File: config.mk
export PLATFORM = sky130hd
export DESIGN_NAME = counting_semaphore_unit_top
export DESIGN_NICKNAME = d
export VERILOG_FILES = /design/src/design/csu_pkg.sv /design/src/design/counting_semaphore_unit_top.sv /design/src/design/csu_ram.sv /design/src/design/csu_out_reg.sv
export VERILOG_INCLUDE_DIRS = /design/src /design/src/design
export SDC_FILE = /design/constraint.sdc
export NUM_CORES = 1
export LEC_CHECK = 0
export ABC_AREA = 1
export BUFFER_PORTS_ARGS = -buffer_cell sky130_fd_sc_hd__buf_2
export CORE_MARGIN = 3
export CORE_UTILIZATION = 44
export CTS_BUF_LIST = sky130_fd_sc_hd__clkbuf_16
export DETAILED_ROUTE_END_ITERATION = 16
export PLACE_DENSITY = 0.61
export SETUP_SLACK_MARGIN = 0.4
export SYNTH_ARGS = -nofsm -noshare
export SYNTH_HDL_FRONTEND = slang
export SYNTH_SLANG_ARGS = --single-unit
File: constraint.sdc
create_clock -name i_clk -period 10.4 [get_ports i_clk]
set_input_delay 1.04 -clock i_clk [delete_from_list [all_inputs] [get_ports i_clk]]
set_output_delay 1.04 -clock i_clk [all_outputs]
set_load 0.03 [all_outputs]
File: src/design/counting_semaphore_unit_top_assert.svh
// Assertion helpers for the semaphore unit; the clocked forms sample on i_clk.
`ifndef COUNTING_SEMAPHORE_UNIT_TOP_ASSERT_SVH
`define COUNTING_SEMAPHORE_UNIT_TOP_ASSERT_SVH
`ifndef SYNTHESIS
// Check prop at each edge outside reset.
`define CSU_ASSERT(lbl, prop, msg) \
    lbl: assert property (@(posedge i_clk) disable iff (!i_rst_n) prop) else $error(msg);
// Check prop at every edge, reset included.
`define CSU_ASSERT_ALWAYS(lbl, prop, msg) \
    lbl: assert property (@(posedge i_clk) prop) else $error(msg);
`else
`define CSU_ASSERT(lbl, prop, msg)
`define CSU_ASSERT_ALWAYS(lbl, prop, msg)
`endif
`endif

File: src/design/csu_pkg.sv
package csu_pkg;

    localparam int OP_W      = 2;
    localparam int SEM_IDX_W = 8;
    localparam int TASK_W    = 4;
    localparam int CNT_W     = 16;
    localparam int ST_W      = 2;

    // Task slots that the task field can name.
    localparam int TASK_SLOTS = 2 ** TASK_W;

    localparam logic [OP_W-1:0] OP_INIT    = 2'd0;
    localparam logic [OP_W-1:0] OP_WAIT    = 2'd1;
    localparam logic [OP_W-1:0] OP_SIGNAL  = 2'd2;
    localparam logic [OP_W-1:0] OP_DESTROY = 2'd3;

    localparam logic [ST_W-1:0] ST_OK    = 2'd0;
    localparam logic [ST_W-1:0] ST_INVAL = 2'd1;
    localparam logic [ST_W-1:0] ST_BUSY  = 2'd2;
    localparam logic [ST_W-1:0] ST_PERM  = 2'd3;

    typedef struct packed {
        logic [OP_W-1:0]      operation;
        logic [SEM_IDX_W-1:0] sem_index;
        logic [TASK_W-1:0]    task_id;
        logic [CNT_W-1:0]     initial_value;
    } t_req;

    typedef struct packed {
        logic [ST_W-1:0]   status;
        logic              caller_blocked;
        logic              woken_valid;
        logic [TASK_W-1:0] woken_task;
        logic              woken_interrupted;
        logic              last;
    } t_res;

endpackage

File: src/design/counting_semaphore_unit_top.sv
// The first result word loads in S_LOOK, or in S_LINK or S_WALK when the link RAM is read first.
// A new request is taken only in S_IDLE, once the last one is done; a signal that releases a
// waiter with others behind it passes through S_LINK. A destroy with waiters releases them in
// S_WALK over the link RAM, one waiter per cycle while the output register is free. The pace is
// set by the registered read of the semaphore RAM and of the link RAM. Reset (synchronous,
// active low) clears the active, queued and waiting flags. RAM contents are not cleared.
module counting_semaphore_unit_top
    import csu_pkg::*;
#(
    parameter int NUM_SEMS  = 16,
    parameter int NUM_TASKS = 16
) (
    input  logic i_clk,
    input  logic i_rst_n,
    input  logic i_in_valid,
    output logic o_in_stall,
    input  t_req i_in_word,
    output logic o_out_valid,
    input  logic i_out_stall,
    output t_res o_out_word
);
    `include "counting_semaphore_unit_top_assert.svh"

    // Only the first TASK_SLOTS tasks can ever be named by the task field.
    localparam int NT  = (NUM_TASKS < TASK_SLOTS) ? NUM_TASKS : TASK_SLOTS;
    localparam int TIW = $clog2(NT);
    localparam int SW  = (NUM_SEMS > 1) ? $clog2(NUM_SEMS) : 1;
    localparam int EW  = CNT_W + 3 * TIW;

    // One semaphore RAM entry: count, owner, queue head and queue tail.
    typedef struct packed {
        logic [CNT_W-1:0] count;
        logic [TIW-1:0]   owner;
        logic [TIW-1:0]   head;
        logic [TIW-1:0]   tail;
    } t_entry;

    typedef enum logic [1:0] {
        S_IDLE,
        S_LOOK,
        S_LINK,
        S_WALK
    } t_state;

    t_state r_state, n_state;
    t_req   r_req;
    logic [TIW-1:0] r_cur, n_cur;
    logic [TIW-1:0] r_guard, n_guard;

    // Per-entry flags in flops so reset clears them at once.
    logic [NUM_SEMS-1:0] r_active;
    logic [NUM_SEMS-1:0] r_nonempty;
    logic [NT-1:0]       r_waiting;

    logic in_accept;
    logic out_free;
    logic out_load;
    t_res n_word;

    t_entry sem_rd, sem_wdata;
    logic   sem_we;
    logic [EW-1:0] sem_rd_bits;

    logic [TIW-1:0] link_rd;
    logic           link_we;
    logic [TIW-1:0] link_waddr;
    logic [TIW-1:0] link_wdata;
    logic           link_re;
    logic [TIW-1:0] link_raddr;

    logic act_set, act_clr, ne_set, ne_clr, wait_set, wait_clr;
    logic [TIW-1:0] wait_clr_idx;

    logic [SW-1:0]  s_idx;
    logic [TIW-1:0] t_idx;
    logic           sem_ok;
    logic           task_ok;
    logic           sem_live;
    logic           walk_end;

    // Take a request only between requests; all state updates of one request
    // land before the next one reads the RAMs, so no forwarding is needed.
    assign in_accept  = i_in_valid && (r_state == S_IDLE);
    assign o_in_stall = (r_state != S_IDLE);

    assign s_idx    = r_req.sem_index[SW-1:0];
    assign t_idx    = r_req.task_id[TIW-1:0];
    assign sem_ok   = {1'b0, r_req.sem_index} < (SEM_IDX_W + 1)'(NUM_SEMS);
    assign task_ok  = {1'b0, r_req.task_id} < (TASK_W + 1)'(NT);
    assign sem_live = sem_ok && r_active[s_idx];
    assign sem_rd   = t_entry'(sem_rd_bits);

    // Semaphore table: read on accept, written back when the result goes out.
    csu_ram #(
        .WIDTH (EW),
        .DEPTH (NUM_SEMS)
    ) u_sem_ram (
        .i_clk   (i_clk),
        .i_we    (sem_we),
        .i_waddr (s_idx),
        .i_wdata (sem_wdata),
        .i_re    (in_accept),
        .i_raddr (i_in_word.sem_index[SW-1:0]),
        .o_rdata (sem_rd_bits)
    );

    // Wait-queue links: entry t names the task queued behind task t.
    csu_ram #(
        .WIDTH (TIW),
        .DEPTH (NT)
    ) u_link_ram (
        .i_clk   (i_clk),
        .i_we    (link_we),
        .i_waddr (link_waddr),
        .i_wdata (link_wdata),
        .i_re    (link_re),
        .i_raddr (link_raddr),
        .o_rdata (link_rd)
    );

    csu_out_reg u_out_reg (
        .i_clk   (i_clk),
        .i_rst_n (i_rst_n),
        .i_load  (out_load),
        .i_word  (n_word),
        .o_free  (out_free),
        .o_valid (o_out_valid),
        .i_stall (i_out_stall),
        .o_word  (o_out_word)
    );

    always_comb begin
        n_state      = r_state;
        n_cur        = r_cur;
        n_guard      = r_guard;
        out_load     = 1'b0;
        n_word       = '0;
        n_word.last  = 1'b1;
        sem_we       = 1'b0;
        sem_wdata    = sem_rd;
        link_we      = 1'b0;
        link_waddr   = sem_rd.tail;
        link_wdata   = t_idx;
        link_re      = 1'b0;
        link_raddr   = sem_rd.head;
        act_set      = 1'b0;
        act_clr      = 1'b0;
        ne_set       = 1'b0;
        ne_clr       = 1'b0;
        wait_set     = 1'b0;
        wait_clr     = 1'b0;
        wait_clr_idx = sem_rd.head;
        walk_end     = (r_cur == sem_rd.tail) || (r_guard == TIW'(NT - 1));

        case (r_state)
            S_IDLE: begin
                if (in_accept) begin
                    n_state = S_LOOK;
                end
            end

            // Semaphore entry is on the RAM output; decide and write back.
            S_LOOK: begin
                if (out_free) begin
                    out_load = 1'b1;
                    n_state  = S_IDLE;
                    if (!task_ok) begin
                        n_word.status = ST_INVAL;
                    end else begin
                        case (r_req.operation)
                            OP_INIT: begin
                                if (!sem_ok) begin
                                    n_word.status = ST_INVAL;
                                end else if (r_active[s_idx]) begin
                                    n_word.status = ST_BUSY;
                                end else begin
                                    sem_we          = 1'b1;
                                    sem_wdata.count = r_req.initial_value;
                                    sem_wdata.owner = t_idx;
                                    act_set         = 1'b1;
                                    ne_clr          = 1'b1;
                                end
                            end

                            OP_WAIT: begin
                                if (r_req.task_id == '0) begin
                                    n_word.status = ST_PERM;
                                end else if (!sem_live) begin
                                    n_word.status = ST_INVAL;
                                end else if (sem_rd.count != '0) begin
                                    sem_we          = 1'b1;
                                    sem_wdata.count = sem_rd.count - CNT_W'(1);
                                end else if (r_waiting[t_idx]) begin
                                    n_word.status = ST_BUSY;
                                end else begin
                                    // Append the caller at the queue tail.
                                    if (r_nonempty[s_idx]) begin
                                        link_we = 1'b1;
                                    end else begin
                                        sem_wdata.head = t_idx;
                                    end
                                    sem_wdata.tail        = t_idx;
                                    sem_we                = 1'b1;
                                    ne_set                = 1'b1;
                                    wait_set              = 1'b1;
                                    n_word.caller_blocked = 1'b1;
                                end
                            end

                            OP_SIGNAL: begin
                                if (!sem_live) begin
                                    n_word.status = ST_INVAL;
                                end else if (r_nonempty[s_idx]) begin
                                    if (sem_rd.head == sem_rd.tail) begin
                                        // Sole waiter: empty the queue.
                                        ne_clr             = 1'b1;
                                        wait_clr           = 1'b1;
                                        n_word.woken_valid = 1'b1;
                                        n_word.woken_task  = TASK_W'(sem_rd.head);
                                    end else begin
                                        // Fetch the successor before releasing the head.
                                        out_load = 1'b0;
                                        link_re  = 1'b1;
                                        n_state  = S_LINK;
                                    end
                                end else if (sem_rd.count != '1) begin
                                    sem_we          = 1'b1;
                                    sem_wdata.count = sem_rd.count + CNT_W'(1);
                                end
                            end

                            OP_DESTROY: begin
                                if (!sem_live) begin
                                    n_word.status = ST_INVAL;
                                end else if (sem_rd.owner != t_idx) begin
                                    n_word.status = ST_PERM;
                                end else if (!r_nonempty[s_idx]) begin
                                    act_clr = 1'b1;
                                end else begin
                                    // Start the waiter walk at the head.
                                    out_load = 1'b0;
                                    link_re  = 1'b1;
                                    n_cur    = sem_rd.head;
                                    n_guard  = '0;
                                    n_state  = S_WALK;
                                end
                            end

                            default: begin
                                n_word.status = ST_INVAL;
                            end
                        endcase
                    end
                end
            end

            // Successor of the head is on the link RAM output.
            S_LINK: begin
                if (out_free) begin
                    out_load           = 1'b1;
                    sem_we             = 1'b1;
                    sem_wdata.head     = link_rd;
                    wait_clr           = 1'b1;
                    n_word.woken_valid = 1'b1;
                    n_word.woken_task  = TASK_W'(sem_rd.head);
                    n_state            = S_IDLE;
                end
            end

            // Release one waiter per cycle while the output register is free; the link RAM output names the next one.
            S_WALK: begin
                if (out_free) begin
                    out_load                 = 1'b1;
                    wait_clr                 = 1'b1;
                    wait_clr_idx             = r_cur;
                    n_word.woken_valid       = 1'b1;
                    n_word.woken_task        = TASK_W'(r_cur);
                    n_word.woken_interrupted = 1'b1;
                    n_word.last              = walk_end;
                    if (walk_end) begin
                        ne_clr  = 1'b1;
                        act_clr = 1'b1;
                        n_state = S_IDLE;
                    end else begin
                        link_re    = 1'b1;
                        link_raddr = link_rd;
                        n_cur      = link_rd;
                        n_guard    = r_guard + TIW'(1);
                    end
                end
            end

            default: begin
                n_state = S_IDLE;
            end
        endcase
    end

    always_ff @(posedge i_clk) begin
        if (!i_rst_n) begin
            r_state    <= S_IDLE;
            r_active   <= '0;
            r_nonempty <= '0;
            r_waiting  <= '0;
        end else begin
            r_state <= n_state;
            if (act_set) begin
                r_active[s_idx] <= 1'b1;
            end
            if (act_clr) begin
                r_active[s_idx] <= 1'b0;
            end
            if (ne_set) begin
                r_nonempty[s_idx] <= 1'b1;
            end
            if (ne_clr) begin
                r_nonempty[s_idx] <= 1'b0;
            end
            if (wait_set) begin
                r_waiting[t_idx] <= 1'b1;
            end
            if (wait_clr) begin
                r_waiting[wait_clr_idx] <= 1'b0;
            end
        end
        if (in_accept) begin
            r_req <= i_in_word;
        end
        r_cur   <= n_cur;
        r_guard <= n_guard;
    end

    `CSU_ASSERT(a_accept_to_look, in_accept |=> (r_state == S_LOOK), "accepted request did not start a lookup")
    `CSU_ASSERT(a_walk_queue_live, (r_state == S_WALK) |-> r_nonempty[s_idx], "walk over an empty queue")
    `CSU_ASSERT(a_block_sets_wait, (out_load && n_word.caller_blocked) |=> r_waiting[t_idx], "blocked caller not marked waiting")
    `CSU_ASSERT_ALWAYS(a_block_xor_wake, !i_rst_n || !(o_out_valid && o_out_word.caller_blocked && o_out_word.woken_valid), "result both blocks and wakes")

endmodule

File: src/design/csu_ram.sv
module csu_ram #(
    parameter int WIDTH = 8,
    parameter int DEPTH = 16,
    localparam int AW = (DEPTH > 1) ? $clog2(DEPTH) : 1
) (
    input  logic             i_clk,
    input  logic             i_we,
    input  logic [AW-1:0]    i_waddr,
    input  logic [WIDTH-1:0] i_wdata,
    input  logic             i_re,
    input  logic [AW-1:0]    i_raddr,
    output logic [WIDTH-1:0] o_rdata
);
    logic [WIDTH-1:0] r_mem [DEPTH];
    logic [WIDTH-1:0] r_rdata;

    // Read data holds until the next read.
    always_ff @(posedge i_clk) begin
        if (i_we) begin
            r_mem[i_waddr] <= i_wdata;
        end
        if (i_re) begin
            r_rdata <= r_mem[i_raddr];
        end
    end

    assign o_rdata = r_rdata;

endmodule

File: src/design/csu_out_reg.sv
module csu_out_reg
    import csu_pkg::*;
(
    input  logic i_clk,
    input  logic i_rst_n,
    input  logic i_load,
    input  t_res i_word,
    output logic o_free,
    output logic o_valid,
    input  logic i_stall,
    output t_res o_word
);
    logic r_valid;
    t_res r_word;

    // Free when empty or when the held word leaves at this edge.
    assign o_free = !r_valid || !i_stall;

    always_ff @(posedge i_clk) begin
        if (!i_rst_n) begin
            r_valid <= 1'b0;
        end else if (i_load) begin
            r_valid <= 1'b1;
        end else if (!i_stall) begin
            r_valid <= 1'b0;
        end
        if (i_load) begin
            r_word <= i_word;
        end
    end

    assign o_valid = r_valid;
    assign o_word  = r_word;

endmodule

==> results of run 1 <==
-- routing by layer --
metal | vias up | share of wire, %
met5 | - | 0
met4 | 0 | 2.5
met3 | 129 | 6.8
met2 | 663 | 47
met1 | 9744 | 44
li1 | 9472 | -
-- kinds of logic (layout without fill, tap and decap cells) --
family                     Yosys count  count (layout)  share of synthesized area [%]
and+or+nand+nor                    973             973                           14.8
adders and majority gates            9               9                          0.385
AOI/OAI and AO/OA                  537             537                           10.3
DFF                                643             643                           64.2
muxes                              112             112                           3.83
xor gates and xnor gates            24              24                          0.718
buffers and inverters              415             464                           5.75
-- layout make-up --
cell class / count / share of cell area [%]
timing repair buffer: 68 / 1.30
tap: 855 / 3.30
clock inverter: 51 / 1.48
clock buffer: 71 / 5.48
sequential: 643 / 57.9
inverter: 274 / 3.18
multi-input combinational: 1655 / 27.3
-- cells in the mapped netlist (all sizes together) --
master	n	share of area, %
clkinv	2	0.026
nor4	1	0.073
o21bai	1	0.026
a31oi	2	0.043
nand3b	1	0.026
edfxtp	592	61
a21oi	188	3.2
clkbuf	79	1.0
nor3	14	0.31
o211ai	122	3.1
or2	9	0.19
o21ai	220	3.8
nand4	15	0.37
buf	62	1.2
ha	9	0.38
o31ai	1	0.073
nand2	486	6.4
o221ai	1	0.030
nand3	220	3.9
nor3b	1	0.043
a21boi	2	0.051
xnor2	8	0.24
xor2	16	0.48
dfxtp	51	3.5
mux2i	112	3.8
inv	272	3.5
nor2	226	3.5
-- registers in the layout, summed over array words and instances, names as in the netlist, named ones only --
name / flops
r_waiting: 16
r_req: 26
r_guard: 4
r_cur: 4
u_out_reg.o_valid: 1
r_active: 16
r_state: 2
r_nonempty: 1
u_sem_ram.o_rdata: 28
u_link_ram.r_mem: 64
u_sem_ram.r_mem: 448
u_link_ram.o_rdata: 4
link_wdata: 4
u_out_reg.o_word: 10
-- critical path: stages (launching register included) --
cell and delay [ns]:
edfxtp_1 0.91, nand2_1 0.14, nand2_1 0.11, nand2_1 0.05, nand2_1 0.08, nand2_1 0.05
nand2_1 0.13, nor2_4 0.07, nor2_4 0.62, nand3_1 0.14, nand3_1 0.12, nand2_1 0.07
nand2_2 0.08, nand2_4 0.26, nor2_4 0.97
-- worst max-delay path by stage --
stage	from	endpoint	slack [ns]	depth (start not counted)
4_1_cts	r_req[20]	u_sem_ram.r_mem[1][25]	6.16	14
3_5_place_dp	i_out_stall	u_sem_ram.r_mem[15][9]	6.09	10
6_report	r_req[20]	u_sem_ram.r_mem[1][15]	6.16	14
3_3_place_gp	i_out_stall	u_sem_ram.r_mem[15][21]	6.23	10
5_1_grt	r_req[20]	u_sem_ram.r_mem[1][25]	5.82	14
2_1_floorplan	i_out_stall	u_sem_ram.r_mem[10][0]	6.82	9
-- metrics by stage --
| stage | utilization, % | area [sq um] | worst slack, ns | hold slack (ns) | cells |
|---|---|---|---|---|---|
| 5_1_grt | 49.8 | 32400 | 5.82 | 0.528 | 3617 |
| 4_1_cts | 49.8 | 32400 | 6.16 | 0.497 | 3617 |
| 3_3_place_gp | 46.3 | 30200 | 6.23 | 0.476 | 3495 |
| 3_5_place_dp | 46.3 | 30200 | 6.09 | 0.477 | 3495 |
| 6_report | 49.8 | 32400 | 6.16 | 0.500 | 3617 |
| 2_1_floorplan | - | 29300 | 6.82 | 0.463 | 2713 |
-- report_power, final --
part / internal, uW / switching [uW] / total, uW
Sequential: 3110 / 68.3 / 3170
Clock: 1440 / 995 / 2440
Combinational: 208 / 753 / 960
Total: 4760 / 1820 / 6570
==> impl_metrics.env, run 1 <==
export IMPL_run_status="complete, no violations"
export IMPL_min_path_cells=2
export IMPL_cp_start_kind="flop"
export IMPL_cts_root_buf="clkbuf_16"
export IMPL_fin_tns_setup_ns=0
export IMPL_num_rows=93
export IMPL_synth_cell_area_sq_um=29300
export IMPL_gp_congestion=0.957
export IMPL_dpl_hpwl_mm=47.1
export IMPL_synth_cells=2713
export IMPL_wire_per_inst_microns=21.1
export IMPL_hold_class="flop to flop"
export IMPL_grt_max_degree=207
export IMPL_finalCritPeriodShare_pct=40.8
export IMPL_grt_pass1_vias=19100
export IMPL_overflow=0
export IMPL_hold_end="r_waiting[1]"
export IMPL_fill_cells=5810
export IMPL_grt_usage_pct=21.6
export IMPL_path_clk_slew_ns=0.06
export IMPL_relSlewSlack_pct=14.8
export IMPL_seq_area_frac_synth_pct=64.2
export IMPL_h_tree_depth=3
export IMPL_met2_usage_pct=35.2
export IMPL_hold_buffers=0
export IMPL_synth_area_per_cell_sq_um=10.8
export IMPL_fmax_mhz=236
export IMPL_use_met3_pct=4.25
export IMPL_initial_core_util_pct=44.9
export IMPL_synth_warnings=0
export IMPL_r2r_start="r_req[20]"
export IMPL_finalCriticalPeriod_ns=4.24
export IMPL_drv_cap=0
export IMPL_r2r_slack_ns=6.16
export IMPL_core_area_sq_um=65200
export IMPL_vias_per_cell=5.53
export IMPL_skew_ns=0.0301
export IMPL_drt_first_iter_violations=1934
export IMPL_drc=0
export IMPL_worst_pin_slew_ns=1.28
export IMPL_top_usage_layer="met2"
export IMPL_finalWirelength_mm=76.4
export IMPL_rsz0062_at_grt="false"
export IMPL_cts_setup_buffers=0
export IMPL_final_layout_size_suffix_gt1_share_pct=8.98
export IMPL_ant_nets=0
export IMPL_hold_viol=0
export IMPL_met1_usage_pct=29.8
export IMPL_post_cts_resize_count=0
export IMPL_layout_common_cells="edfxtp_1 (592), nand2_1 (475), inv_1 (268)"
export IMPL_synth_fp_nets=2756
export IMPL_final_max_slew_viol_count=0
export IMPL_cts_max_path_buffers=3
export IMPL_power_uw=6570
export IMPL_required_ns=10.60
export IMPL_cts_sinks=643
export IMPL_insertion_delay_ns=0.61
export IMPL_layout_commonest_cell="edfxtp_1"
export IMPL_cts_tree="done"
export IMPL_ff2ff_path_depth=14
export IMPL_vias=20000
export IMPL_hp_start="r_waiting[1]"
export IMPL_r2r_end="u_sem_ram.r_mem[1][15]"
export IMPL_ir_drop_mv=0.193
export IMPL_dr_pass1_iters=5
export IMPL_die_h_microns=264
export IMPL_critical_path_arrival_ns=4.44
export IMPL_syn_to_final_growth_pct=10.8
export IMPL_crit_type="flop to flop"
export IMPL_power_density_nw_per_um2=203
export IMPL_grt_pass1_wl_mm=116
export IMPL_die_width_microns=264
export IMPL_io_buffers=45
export IMPL_die_area_sq_um=69700
export IMPL_end_kind="flop"
export IMPL_fin_nets=2753
export IMPL_regArea_sq_um=18800
export IMPL_leakage_uw=0.0121
export IMPL_n_antenna_cell=0
export IMPL_num_io_pins=46
export IMPL_setup_viol=0
export IMPL_cts_buffers=68
export IMPL_multi_input_area_sq_um=8860
export IMPL_ys_types=48
export IMPL_antenna_found_initial=1
export IMPL_crit_path_max_fanout=33
export IMPL_synth_seq_cells=643
No activity file was read; power rests on OpenSTA's default activity.
==> inputs of run 2 (changes only) <==
--- a/config.mk
+++ b/config.mk
@@ -12,7 +12,7 @@
 export CORE_UTILIZATION = 44
 export CTS_BUF_LIST = sky130_fd_sc_hd__clkbuf_16
 export DETAILED_ROUTE_END_ITERATION = 16
-export PLACE_DENSITY = 0.61
+export PLACE_DENSITY = 0.63
 export SETUP_SLACK_MARGIN = 0.4
 export SYNTH_ARGS = -nofsm -noshare
 export SYNTH_HDL_FRONTEND = slang
==> constraint.sdc (replaced) <==
create_clock -name i_clk -period 3.5 [get_ports i_clk]
set_input_delay 0.35 -clock i_clk [delete_from_list [all_inputs] [get_ports i_clk]]
set_output_delay 0.35 -clock i_clk [all_outputs]
set_load 0.03 [all_outputs]
==> impl_metrics.env, run 2 (synthesized netlist as in run 1, its figures left out) <==
export IMPL_run_status="complete, no violations"
export IMPL_relSlewSlack_pct=33.6
export IMPL_io_buffers=45
export IMPL_drc=0
export IMPL_antenna_found_initial=3
export IMPL_layout_common_cells="edfxtp_1 (592), nand2_1 (474), inv_1 (274)"
export IMPL_finalCriticalPeriod_ns=2.96
export IMPL_required_ns=3.81
export IMPL_vias=20500
export IMPL_critical_path_arrival_ns=3.27
export IMPL_dr_pass1_iters=6
export IMPL_gp_congestion=0.946
export IMPL_h_tree_depth=3
export IMPL_die_area_sq_um=69700
export IMPL_ir_drop_mv=0.309
export IMPL_grt_max_degree=134
export IMPL_hold_slack_ns=0.0249
export IMPL_grt_pass1_wl_mm=118
export IMPL_dpl_hpwl_mm=49.6
export IMPL_drv_cap=0
export IMPL_die_h_microns=264
export IMPL_finalCritPeriodShare_pct=84.5
export IMPL_final_max_slew_viol_count=0
export IMPL_num_rows=93
export IMPL_largest_register="u_sem_ram.r_mem"
export IMPL_overflow=0
export IMPL_cts_tree="done"
export IMPL_num_io_pins=46
export IMPL_skew_ns=0.0285
export IMPL_die_width_microns=264
export IMPL_layout_commonest_cell="edfxtp_1"
export IMPL_final_layout_size_suffix_gt1_share_pct=12.0
export IMPL_fin_nets=2876
export IMPL_ant_nets=0
export IMPL_setup_viol=0
export IMPL_crit_path_max_fanout=16
export IMPL_rsz0062_at_grt="true"
export IMPL_crit_type="flop to flop"
export IMPL_fmax_mhz=338
export IMPL_finalWirelength_mm=78.3
export IMPL_ff2ff_path_depth=18
export IMPL_end_kind="flop"
export IMPL_cts_root_buf="clkbuf_16"
export IMPL_fill_cells=5718
export IMPL_leakage_uw=0.0127
export IMPL_core_area_sq_um=65200
export IMPL_syn_to_final_growth_pct=14.9
export IMPL_min_path_cells=1
export IMPL_cts_buffers=70
export IMPL_fin_tns_setup_ns=0
export IMPL_hold_class="primary input to flop"
export IMPL_grt_pass1_vias=19800
export IMPL_grt_usage_pct=21.9
export IMPL_path_clk_slew_ns=0.06
export IMPL_wire_per_inst_microns=20.9
export IMPL_insertion_delay_ns=0.61
export IMPL_cts_max_path_buffers=3
export IMPL_power_density_nw_per_um2=581
export IMPL_hold_viol=0
export IMPL_worst_pin_slew_ns=0.996
export IMPL_cp_start_kind="flop"
export IMPL_initial_core_util_pct=44.9
export IMPL_drt_first_iter_violations=2184
export IMPL_cts_sinks=643
export IMPL_vias_per_cell=5.47
export IMPL_largest_reg_flops=448
## run 2: what timing repair did
item / 4_1_cts / 5_1_grt
endpoints found under the setup margin: 0 / 592
buffers inserted: 0 / 4
gates resized for setup: 0 / 17
endpoints found under the hold margin: 24 / 1
hold buffers: 24 / 1
## run 2: worst max-delay path, stage by stage (launching register included)
cell,delay [ns]
edfxtp_1,0.39
buf_4,0.19
inv_4,0.12
nand2_1,0.06
nand2_1,0.06
nand2_1,0.05
nand2_1,0.06
nand2_1,0.07
nand2_2,0.12
nor2_4,0.06
nor2_4,0.21
buf_4,0.15
nand2_2,0.04
buf_4,0.16
nor2_1,0.35
nand2_1,0.13
nand3_1,0.12
a21oi_1,0.08
buf_4,0.21
## run 2: final timing paths
check,endpoint,start,slack [ns]
worst min-delay path,link_wdata[1],i_in_word[17],0.02
worst max-delay path,u_sem_ram.r_mem[2][7],r_req[20],0.54
worst max register to register,u_sem_ram.r_mem[2][7],r_req[20],0.54
worst min register to register,r_waiting[3],r_waiting[3],0.50
## run 2: final cells by class
class	instances	area (sq um)	share of cell area, %
repair buffers	188	1670	4.97
multi-input cells	1656	8900	26.5
clock buffers	72	1800	5.36
flip-flops and latches	643	18800	55.9
clock inverters	55	354	1.05
inverters	274	1030	3.07
well taps	855	1070	3.18
diodes	4	10.0	0.0298
## run 2: power breakdown
part / internal (uW) / switching (uW) / total (uW)
sequential: 9210 / 182 / 9390
combinational: 823 / 2400 / 3220
clock: 3960 / 2980 / 6940
## run 2: stage by stage
step / util, % / setup WS (ns) / cells / total power (uW) / cell area (sq um)
3_3_place_gp: 47.6 / 0.510 / 3583 / 12600 / 31000
5_1_grt: 51.6 / 0.380 / 3744 / 20400 / 33600
3_5_place_dp: 47.6 / 0.473 / 3583 / 12700 / 31000
6_report: 51.6 / 0.543 / 3747 / 19600 / 33600
2_1_floorplan: - / 0.100 / 2713 / 11300 / 29300
4_1_cts: 51.3 / 0.432 / 3734 / 19600 / 33400
## run 2: layer usage
metal	share of wire, %	wire (microns)	GRT usage, %	vias to the layer above
li1	-	-	-	9729
met1	44	34300	31.0	9913
met2	46	36200	34.3	717
met3	7.4	5760	3.72	122
met4	2.5	1980	7.28	2
met5	0.017	13	0	-
